[src/rtl/pcmrtp_pkg.sv]
// Shared constants and types for the PCM RTP packetizer.
// Used by the front, queue, back and top-level modules; depends on nothing.
package pcmrtp_pkg;

    // Largest chunk in words; a chunk also closes on end of call
    localparam int unsigned CHUNK_WORDS = 480;
    // Chunk word counter width, covers chunk sizes up to 1023 words
    localparam int unsigned CNT_W       = 10;

    // Queue between front and back
    localparam int unsigned QUEUE_DEPTH = 4;
    localparam int unsigned QPTR_W      = $clog2(QUEUE_DEPTH);

    // Register indexes of the configuration port
    localparam logic [1:0] REG_STEREO_MODE  = 2'd0;
    localparam logic [1:0] REG_PAYLOAD_TYPE = 2'd1;
    localparam logic [1:0] REG_SOURCE_ID    = 2'd2;

    // RTP version 2 in the top bits of the first header word
    localparam logic [31:0] RTP_VERSION_BITS = 32'h8000_0000;

    // Output data bus width: 195 payload bits padded to whole bytes
    localparam int unsigned M_TDATA_W = 200;

    // One classified word travelling from front to back
    typedef struct packed {
        logic signed [15:0] pcm_word;
        logic               nonzero;
        logic               end_of_call;
    } word_item_t;

    // Configuration registers
    typedef struct packed {
        logic        stereo_mode;
        logic [6:0]  payload_type;
        logic [31:0] source_id;
    } cfg_t;

    // One result item
    typedef struct packed {
        logic signed [15:0] pcm_word;
        logic [8:0]         word_index;
        logic               chunk_end;
        logic               send_packet;
        logic [31:0]        header_first_word;
        logic [31:0]        rtp_timestamp;
        logic [31:0]        header_source;
        logic [9:0]         payload_bytes;
        logic [31:0]        packets_sent;
        logic [31:0]        bytes_sent;
    } result_t;

endpackage

[src/rtl/pcm_rtp_packetizer_unit.sv]
// Top level of the PCM RTP packetizer: configuration registers and stream ports.
// Instantiates pcmrtp_front, pcmrtp_queue and pcmrtp_back; depends on pcmrtp_pkg.
//
//  Channel | Direction | Handshake            | Content
//  s_      | in        | s_tvalid / s_tready  | sample (tdata), end_of_call (tlast)
//  m_      | out       | m_tvalid / m_tready  | result word, chunk_end (tlast),
//          |           |                      | send_packet (tuser)
//  cfg_    | in        | cfg_valid/cfg_ready  | register index and write data
//
// One sample per cycle sustained while m_tready stays high; an accepted sample passes
// through the four-entry queue and then the output register before it reaches m_.
// The chunk state update in the back end sets the sustained rate.
// Reset is synchronous on aresetn; all counters and the chunk state clear to zero.
// A stalled m_tready fills the queue, after which s_tready drops.
// Configuration writes are taken in every cycle.
module pcm_rtp_packetizer_unit import pcmrtp_pkg::*; (
    input  logic                 aclk,
    input  logic                 aresetn,

    input  logic                 s_tvalid,
    output logic                 s_tready,
    input  logic [23:0]          s_tdata,   // [23:0] sample
    input  logic                 s_tlast,   // end_of_call

    output logic                 m_tvalid,
    input  logic                 m_tready,
    // [15:0] pcm_word, [24:16] word_index, [56:25] header_first_word,
    // [88:57] rtp_timestamp, [120:89] header_source, [130:121] payload_bytes,
    // [162:131] packets_sent, [194:163] bytes_sent, [199:195] zero
    output logic [M_TDATA_W-1:0] m_tdata,
    output logic                 m_tlast,   // chunk_end
    output logic                 m_tuser,   // send_packet

    input  logic                 cfg_valid,
    output logic                 cfg_ready,
    input  logic [1:0]           cfg_index,
    input  logic [31:0]          cfg_data
);

    cfg_t       cfg_reg, cfg_next;
    logic       queue_full;
    logic       queue_not_empty;
    logic       push;
    logic       pop;
    word_item_t push_item;
    word_item_t head_item;
    result_t    result;

    // Decode configuration writes
    assign cfg_ready = 1'b1;
    always_comb begin
        cfg_next = cfg_reg;
        if (cfg_valid) begin
            unique case (cfg_index)
                REG_STEREO_MODE:  cfg_next.stereo_mode  = cfg_data[0];
                REG_PAYLOAD_TYPE: cfg_next.payload_type = cfg_data[6:0];
                REG_SOURCE_ID:    cfg_next.source_id    = cfg_data;
                default:          cfg_next = cfg_reg;
            endcase
        end
    end

    always_ff @(posedge aclk) begin
        if (!aresetn) begin
            cfg_reg <= '0;
        end else begin
            cfg_reg <= cfg_next;
        end
    end

    pcmrtp_front u_front (
        .in_valid       (s_tvalid),
        .in_sample      ($signed(s_tdata)),
        .in_end_of_call (s_tlast),
        .queue_full     (queue_full),
        .in_ready       (s_tready),
        .push           (push),
        .push_item      (push_item)
    );

    pcmrtp_queue u_queue (
        .aclk      (aclk),
        .aresetn   (aresetn),
        .push      (push),
        .push_item (push_item),
        .pop       (pop),
        .full      (queue_full),
        .not_empty (queue_not_empty),
        .head_item (head_item)
    );

    pcmrtp_back u_back (
        .aclk       (aclk),
        .aresetn    (aresetn),
        .cfg        (cfg_reg),
        .item_valid (queue_not_empty),
        .item       (head_item),
        .pop        (pop),
        .out_ready  (m_tready),
        .out_valid  (m_tvalid),
        .out_data   (result)
    );

    // Pack the result onto the output bus
    assign m_tdata = {5'd0,
                      result.bytes_sent,
                      result.packets_sent,
                      result.payload_bytes,
                      result.header_source,
                      result.rtp_timestamp,
                      result.header_first_word,
                      result.word_index,
                      result.pcm_word};
    assign m_tlast = result.chunk_end;
    assign m_tuser = result.send_packet;

endmodule

[src/rtl/pcmrtp_front.sv]
// Front end: accepts Q2.22 samples, clips and scales them to 16-bit PCM.
// Depends on pcmrtp_pkg.
module pcmrtp_front import pcmrtp_pkg::*; (
    input  logic               in_valid,
    input  logic signed [23:0] in_sample,
    input  logic               in_end_of_call,
    input  logic               queue_full,
    output logic               in_ready,
    output logic               push,
    output word_item_t         push_item
);

    localparam logic signed [23:0] POS_ONE = 24'sh40_0000;
    localparam logic signed [23:0] NEG_ONE = -24'sh40_0000;

    logic signed [38:0] prod;
    logic [38:0]        mag;
    logic [15:0]        shifted;
    logic signed [15:0] word;

    // Scale by 32767 as (x << 15) - x, truncate toward zero
    always_comb begin
        prod    = ($signed({{15{in_sample[23]}}, in_sample}) <<< 15)
                  - $signed({{15{in_sample[23]}}, in_sample});
        mag     = prod[38] ? (~prod + 39'd1) : prod;
        shifted = mag[37:22];
        if (in_sample >= POS_ONE) begin
            word = 16'sh7FFF;
        end else if (in_sample <= NEG_ONE) begin
            word = -16'sh8000;
        end else if (prod[38]) begin
            word = $signed(~shifted + 16'd1);
        end else begin
            word = $signed(shifted);
        end
    end

    // Accept whenever the queue has room
    assign in_ready              = !queue_full;
    assign push                  = in_valid && !queue_full;
    assign push_item.pcm_word    = word;
    assign push_item.nonzero     = (word != 16'sd0);
    assign push_item.end_of_call = in_end_of_call;

endmodule

[src/rtl/pcmrtp_queue.sv]
// Short FIFO of classified words between front and back.
// Depends on pcmrtp_pkg.
module pcmrtp_queue import pcmrtp_pkg::*; (
    input  logic       aclk,
    input  logic       aresetn,
    input  logic       push,
    input  word_item_t push_item,
    input  logic       pop,
    output logic       full,
    output logic       not_empty,
    output word_item_t head_item
);

    word_item_t        mem_reg [QUEUE_DEPTH];
    logic [QPTR_W-1:0] wr_ptr_reg, wr_ptr_next;
    logic [QPTR_W-1:0] rd_ptr_reg, rd_ptr_next;
    logic [QPTR_W:0]   count_reg, count_next;

    assign full      = (count_reg == (QPTR_W+1)'(QUEUE_DEPTH));
    assign not_empty = (count_reg != '0);
    assign head_item = mem_reg[rd_ptr_reg];

    // Advance pointers and occupancy
    always_comb begin
        wr_ptr_next = push ? wr_ptr_reg + QPTR_W'(1) : wr_ptr_reg;
        rd_ptr_next = pop  ? rd_ptr_reg + QPTR_W'(1) : rd_ptr_reg;
        count_next  = count_reg;
        if (push && !pop) begin
            count_next = count_reg + (QPTR_W+1)'(1);
        end else if (pop && !push) begin
            count_next = count_reg - (QPTR_W+1)'(1);
        end
    end

    always_ff @(posedge aclk) begin
        if (!aresetn) begin
            wr_ptr_reg <= '0;
            rd_ptr_reg <= '0;
            count_reg  <= '0;
        end else begin
            wr_ptr_reg <= wr_ptr_next;
            rd_ptr_reg <= rd_ptr_next;
            count_reg  <= count_next;
        end
    end

    // Store entries
    always_ff @(posedge aclk) begin
        if (push) begin
            mem_reg[wr_ptr_reg] <= push_item;
        end
    end

endmodule

[src/rtl/pcmrtp_back.sv]
// Back end: chunking, silence decision, RTP header fields and running counts.
// Holds the output register. Depends on pcmrtp_pkg.
module pcmrtp_back import pcmrtp_pkg::*; (
    input  logic       aclk,
    input  logic       aresetn,
    input  cfg_t       cfg,
    input  logic       item_valid,
    input  word_item_t item,
    output logic       pop,
    input  logic       out_ready,
    output logic       out_valid,
    output result_t    out_data
);

    logic [CNT_W-1:0] words_reg, words_next;
    logic             chunk_nz_reg, chunk_nz_next;
    logic             was_silent_reg, was_silent_next;
    logic [15:0]      seq_reg, seq_next;
    logic [31:0]      ts_reg, ts_next;
    logic [31:0]      pkts_reg, pkts_next;
    logic [31:0]      bytes_reg, bytes_next;
    logic             out_valid_reg, out_valid_next;
    result_t          out_data_reg, out_data_next;

    logic [CNT_W-1:0] count;
    logic [CNT_W-1:0] frames;
    logic [CNT_W:0]   chunk_bytes;
    logic             nz;
    logic             close;

    // Take a word when the output register is free or being drained
    assign pop       = item_valid && (!out_valid_reg || out_ready);
    assign out_valid = out_valid_reg;
    assign out_data  = out_data_reg;

    always_comb begin
        count       = words_reg + CNT_W'(1);
        chunk_bytes = {count, 1'b0};
        frames      = cfg.stereo_mode ? (count >> 1) : count;
        nz          = chunk_nz_reg || item.nonzero;
        close       = item.end_of_call || (count >= CNT_W'(CHUNK_WORDS));

        words_next      = words_reg;
        chunk_nz_next   = chunk_nz_reg;
        was_silent_next = was_silent_reg;
        seq_next        = seq_reg;
        ts_next         = ts_reg;
        pkts_next       = pkts_reg;
        bytes_next      = bytes_reg;
        out_valid_next  = out_valid_reg;
        out_data_next   = out_data_reg;

        if (out_valid_reg && out_ready) begin
            out_valid_next = 1'b0;
        end

        if (pop) begin
            out_data_next                   = '0;
            out_data_next.pcm_word          = item.pcm_word;
            out_data_next.word_index        = words_reg[8:0];
            if (close) begin
                // Close the chunk: advance timestamp, commit or drop
                out_data_next.chunk_end     = 1'b1;
                out_data_next.rtp_timestamp = ts_reg;
                out_data_next.payload_bytes = chunk_bytes[9:0];
                ts_next                     = ts_reg + 32'(frames);
                if (nz) begin
                    out_data_next.send_packet       = 1'b1;
                    out_data_next.header_first_word = RTP_VERSION_BITS
                        | (32'(was_silent_reg) << 23)
                        | (32'(cfg.payload_type) << 16)
                        | 32'(seq_reg);
                    out_data_next.header_source     = cfg.source_id;
                    was_silent_next = 1'b0;
                    seq_next        = seq_reg + 16'd1;
                    pkts_next       = pkts_reg + 32'd1;
                    bytes_next      = bytes_reg + 32'(chunk_bytes);
                end else begin
                    was_silent_next = 1'b1;
                end
                words_next    = '0;
                chunk_nz_next = 1'b0;
            end else begin
                words_next    = count;
                chunk_nz_next = nz;
            end
            out_data_next.packets_sent = pkts_next;
            out_data_next.bytes_sent   = bytes_next;
            out_valid_next             = 1'b1;
        end
    end

    always_ff @(posedge aclk) begin
        if (!aresetn) begin
            words_reg      <= '0;
            chunk_nz_reg   <= 1'b0;
            was_silent_reg <= 1'b0;
            seq_reg        <= '0;
            ts_reg         <= '0;
            pkts_reg       <= '0;
            bytes_reg      <= '0;
            out_valid_reg  <= 1'b0;
        end else begin
            words_reg      <= words_next;
            chunk_nz_reg   <= chunk_nz_next;
            was_silent_reg <= was_silent_next;
            seq_reg        <= seq_next;
            ts_reg         <= ts_next;
            pkts_reg       <= pkts_next;
            bytes_reg      <= bytes_next;
            out_valid_reg  <= out_valid_next;
        end
    end

    // Output payload needs no reset
    always_ff @(posedge aclk) begin
        out_data_reg <= out_data_next;
    end

endmodule

[config.mk]
export PLATFORM = sky130hd
export DESIGN_NAME = pcm_rtp_packetizer_unit
export DESIGN_NICKNAME = d
export VERILOG_FILES = /design/src/rtl/pcmrtp_pkg.sv /design/src/rtl/pcm_rtp_packetizer_unit.sv /design/src/rtl/pcmrtp_front.sv /design/src/rtl/pcmrtp_queue.sv /design/src/rtl/pcmrtp_back.sv
export SDC_FILE = /design/constraint.sdc
export NUM_CORES = 1
export LEC_CHECK = 0
export ABC_AREA = 0
export BUFFER_PORTS_ARGS = -buffer_cell sky130_fd_sc_hd__buf_2
export CAP_MARGIN = 20
export CORE_ASPECT_RATIO = 1.4
export CORE_UTILIZATION = 30
export DETAILED_ROUTE_END_ITERATION = 12
export REMOVE_ABC_BUFFERS = 1
export SLEW_MARGIN = 0
export SYNTH_ARGS = -nofsm -noshare
export SYNTH_HDL_FRONTEND = slang
export SYNTH_HIERARCHICAL = 1
export SYNTH_SLANG_ARGS = --single-unit
[constraint.sdc]
create_clock -name aclk -period 8.4 [get_ports aclk]
set_clock_uncertainty 0.05 [all_clocks]
set_input_delay 0.42 -clock aclk [delete_from_list [all_inputs] [get_ports aclk]]
set_output_delay 0.42 -clock aclk [all_outputs]
set_load 0.03 [all_outputs]
==> qor.yml <==
max_cap_viol_count: 0
crit_type: "input pin to register"
antenna_left: 0
path_buf_inv: 2
drtPass1Iterations: 5
grt_pass1_wl_mm: 89.9
grt_pass1_vias: 16400
grt_max_degree: 89
yosysTopAreaCellShare_pct: 35.1
max_slew_margin_pct: 28.5
slowest_stage: "a2111oi_0"
r2r_start: "u_back/words_reg[0]"
crit_required_ps: 8600
fin_nets: 2465
numPortBuffers: 253
drc: 0
num_vias: 16800
worst_pin_slew_ps: 1070
power.total_w: 0.00777
period_share_pct: 64.1
worstPathMaxFanout: 15
crit_family: "compound AO/OA/AOI/OAI gates"
yosysMostFrequentCell: "edfxtp_1"
drt-initial-drc-count: 868
grt-ovfl-total: 0
drt_wl_total_mm: 58.2
fill_cells: 7291
cts_resized: 0
htreeDepth: 2
path_cells: "buf_2 -> inv_1 -> ha_1 -> a21oi_1 -> o211ai_1 -> a2111oi_0 -> a211oi_1 -> a2111oi_4 -> and4_1 -> mux2_1 -> a32oi_2 -> a2111oi_4 -> and4_1 -> o21ai_1 -> mux2i_1 -> a21boi_1 -> nand4_1"
cp.arrival_ps: 5580
vdd_ir_drop_max_mv: 0.158
synth_compound_area_share_pct: 10.3
fmax_mhz: 186
holdCritStartpoint: "cfg_data[24]"
wl_per_cell_um: 17.5
multi_input_area_sq_um: 10200
routabilityCongestion: 0.855
die_x_um: 232
syn_avg_cell_area_sq_um: 10.4
syn_area_sq_um: 22200
yosys-mux-area-fraction_pct: 4.80
hpwl_mm: 42.2
synth-seq-cells: 433
syn2layout_area_growth_pct: 15.5
fp.dieArea_sq_um: 75300
cpPeakStageDelay_ps: 640
track_usage_pct: 15.0
cts_tree: "built"
synthArstFlopShare_pct: 0
die_y_um: 324
ys.warnings.count: 6
numCtsBuffers: 41
synth_seq_area_share_pct: 50.7
ff_latch_area_sq_um: 11300
setup.worst_path.end_class: "register"
hp-class: "input pin to register"
fin_tns_setup_ps: 0
cts_setup_buffers: 0
initial_core_util_pct: 30.5
drive_gt1_share_pct: 15.9
p_leak_nw: 9.67
synth_top_family_by_area: "simple AND/OR/NAND/NOR gates"
outcome: "finished, final reports clean"
power_per_cell_area_nw_per_um2: 303
reg2reg_slack_ps: 3810
cp-startpoint: "s_tdata[23]"
synth_edf_count: 260
routed_via_density: 5.06
fp-row-count: 117
synthTopCellsByCount: "edfxtp_1, nand2_1, dfxtp_1, nor2_1, a21oi_1"
hold_viol_final: 0
rsz0062_at_grt: "no"
largest_reg_flops: 188
clk_latency_ps: 560
yosys.area_share.simple_pct: 20.0
clock-sinks: 433
clkTransAtPathRegs_ps: 60
layout_min_cycle_time_ps: 5380
setup_viol: 0
synthAdderAreaFrac_pct: 3.42
yosysTopAreaCell: "edfxtp_1"
grt_antenna_before_repair: 1
slew_violations: 0
synthDistinctLibCells: 94
synth_flop_cell: "edfxtp_1"
cts_hold_buffers: 1
yosys.area_share.xor_xnor_pct: 7.01
cts_root_buffer: "clkbuf_16"
worstSetupStartpointType: "input pin"
syn_inst: 2138
placeableCoreArea_sq_um: 73000
clk_path_buf_depth: 3
antenna_cells: 0
io-pin-count: 269
ys_top_cells_by_area: "edfxtp_1, dfxtp_1, xnor2_1"
through the flow:
step	hold slack, ps	utilization, %	cells	area (sq um)	setup WS [ps]
after floorplan	380	-	2031	21700	803
after global placement	387	33.2	3249	24200	2630
after detailed placement	392	33.2	3249	24200	2540
after CTS	36.1	35.2	3326	25700	3070
after global routing	58.1	35.2	3327	25700	2500
final	67.2	35.2	3327	25700	3020
per-layer routing:
| layer | global-route usage (%) | part of all wire (%) |
|---|---|---|
| met1 | 16.6 | 39 |
| met2 | 28.2 | 53 |
| met3 | 1.93 | 4.4 |
| met4 | 6.73 | 3.9 |
| met5 | 0 | 0.022 |
report_power, final:
group / switching (W) / total (W) / internal, W
Clock: 0.000796 / 0.00196 / 0.00117
Combinational: 0.00206 / 0.00268 / 0.000627
Sequential: 0.000188 / 0.00312 / 0.00294
worst min-delay path, cell delays in order:
cell and delay (ps):
buf_2 100, nand2_1 50, mux2i_1 50
logic make-up (layout without fill, tap and decap cells):
group                      Yosys count  in the layout
AOI/OAI and AO/OA                  338            338
xor gates and xnor gates           178            178
adders and majority gates           59             59
buffers and inverters              174            399
DFF                                433            433
muxes                               81             81
other                                3             15
and+or+nand+nor                    872            872
worst paths after layout:
check,end,depth (start not counted)
max,u_queue/mem_reg[3][1],17
min,cfg_reg[24],3
max reg2reg,u_back/out_data[27],11
min reg2reg,cfg_reg[14],2
area by class of cell:
cell class / instances / area share, %
flip-flops and latches: 433 / 43.9
multi-input cells: 1543 / 39.7
repair buffers: 268 / 5.39
well taps: 952 / 4.64
clock buffers: 59 / 4.62
clock inverters: 17 / 0.926
inverters: 55 / 0.838
layout by cell type (no fill, tap or decap), types with 20 or more instances in the layout:
cell type	instances
buf_2	252
and2_1	107
nand4_1	51
nor3_1	46
a21oi_1	119
xnor2_1	111
edfxtp_1	260
clkbuf_16	43
nand3_1	60
a21o_1	24
mux2i_1	61
o21ai_0	45
or4_1	20
nand2b_1	20
and3_1	29
dfxtp_1	173
nand2_1	248
nor2_1	167
nor4_1	24
inv_1	50
ha_1	56
or3_1	35
xor2_1	67
Note: power is estimated with default switching activity, not from simulation.
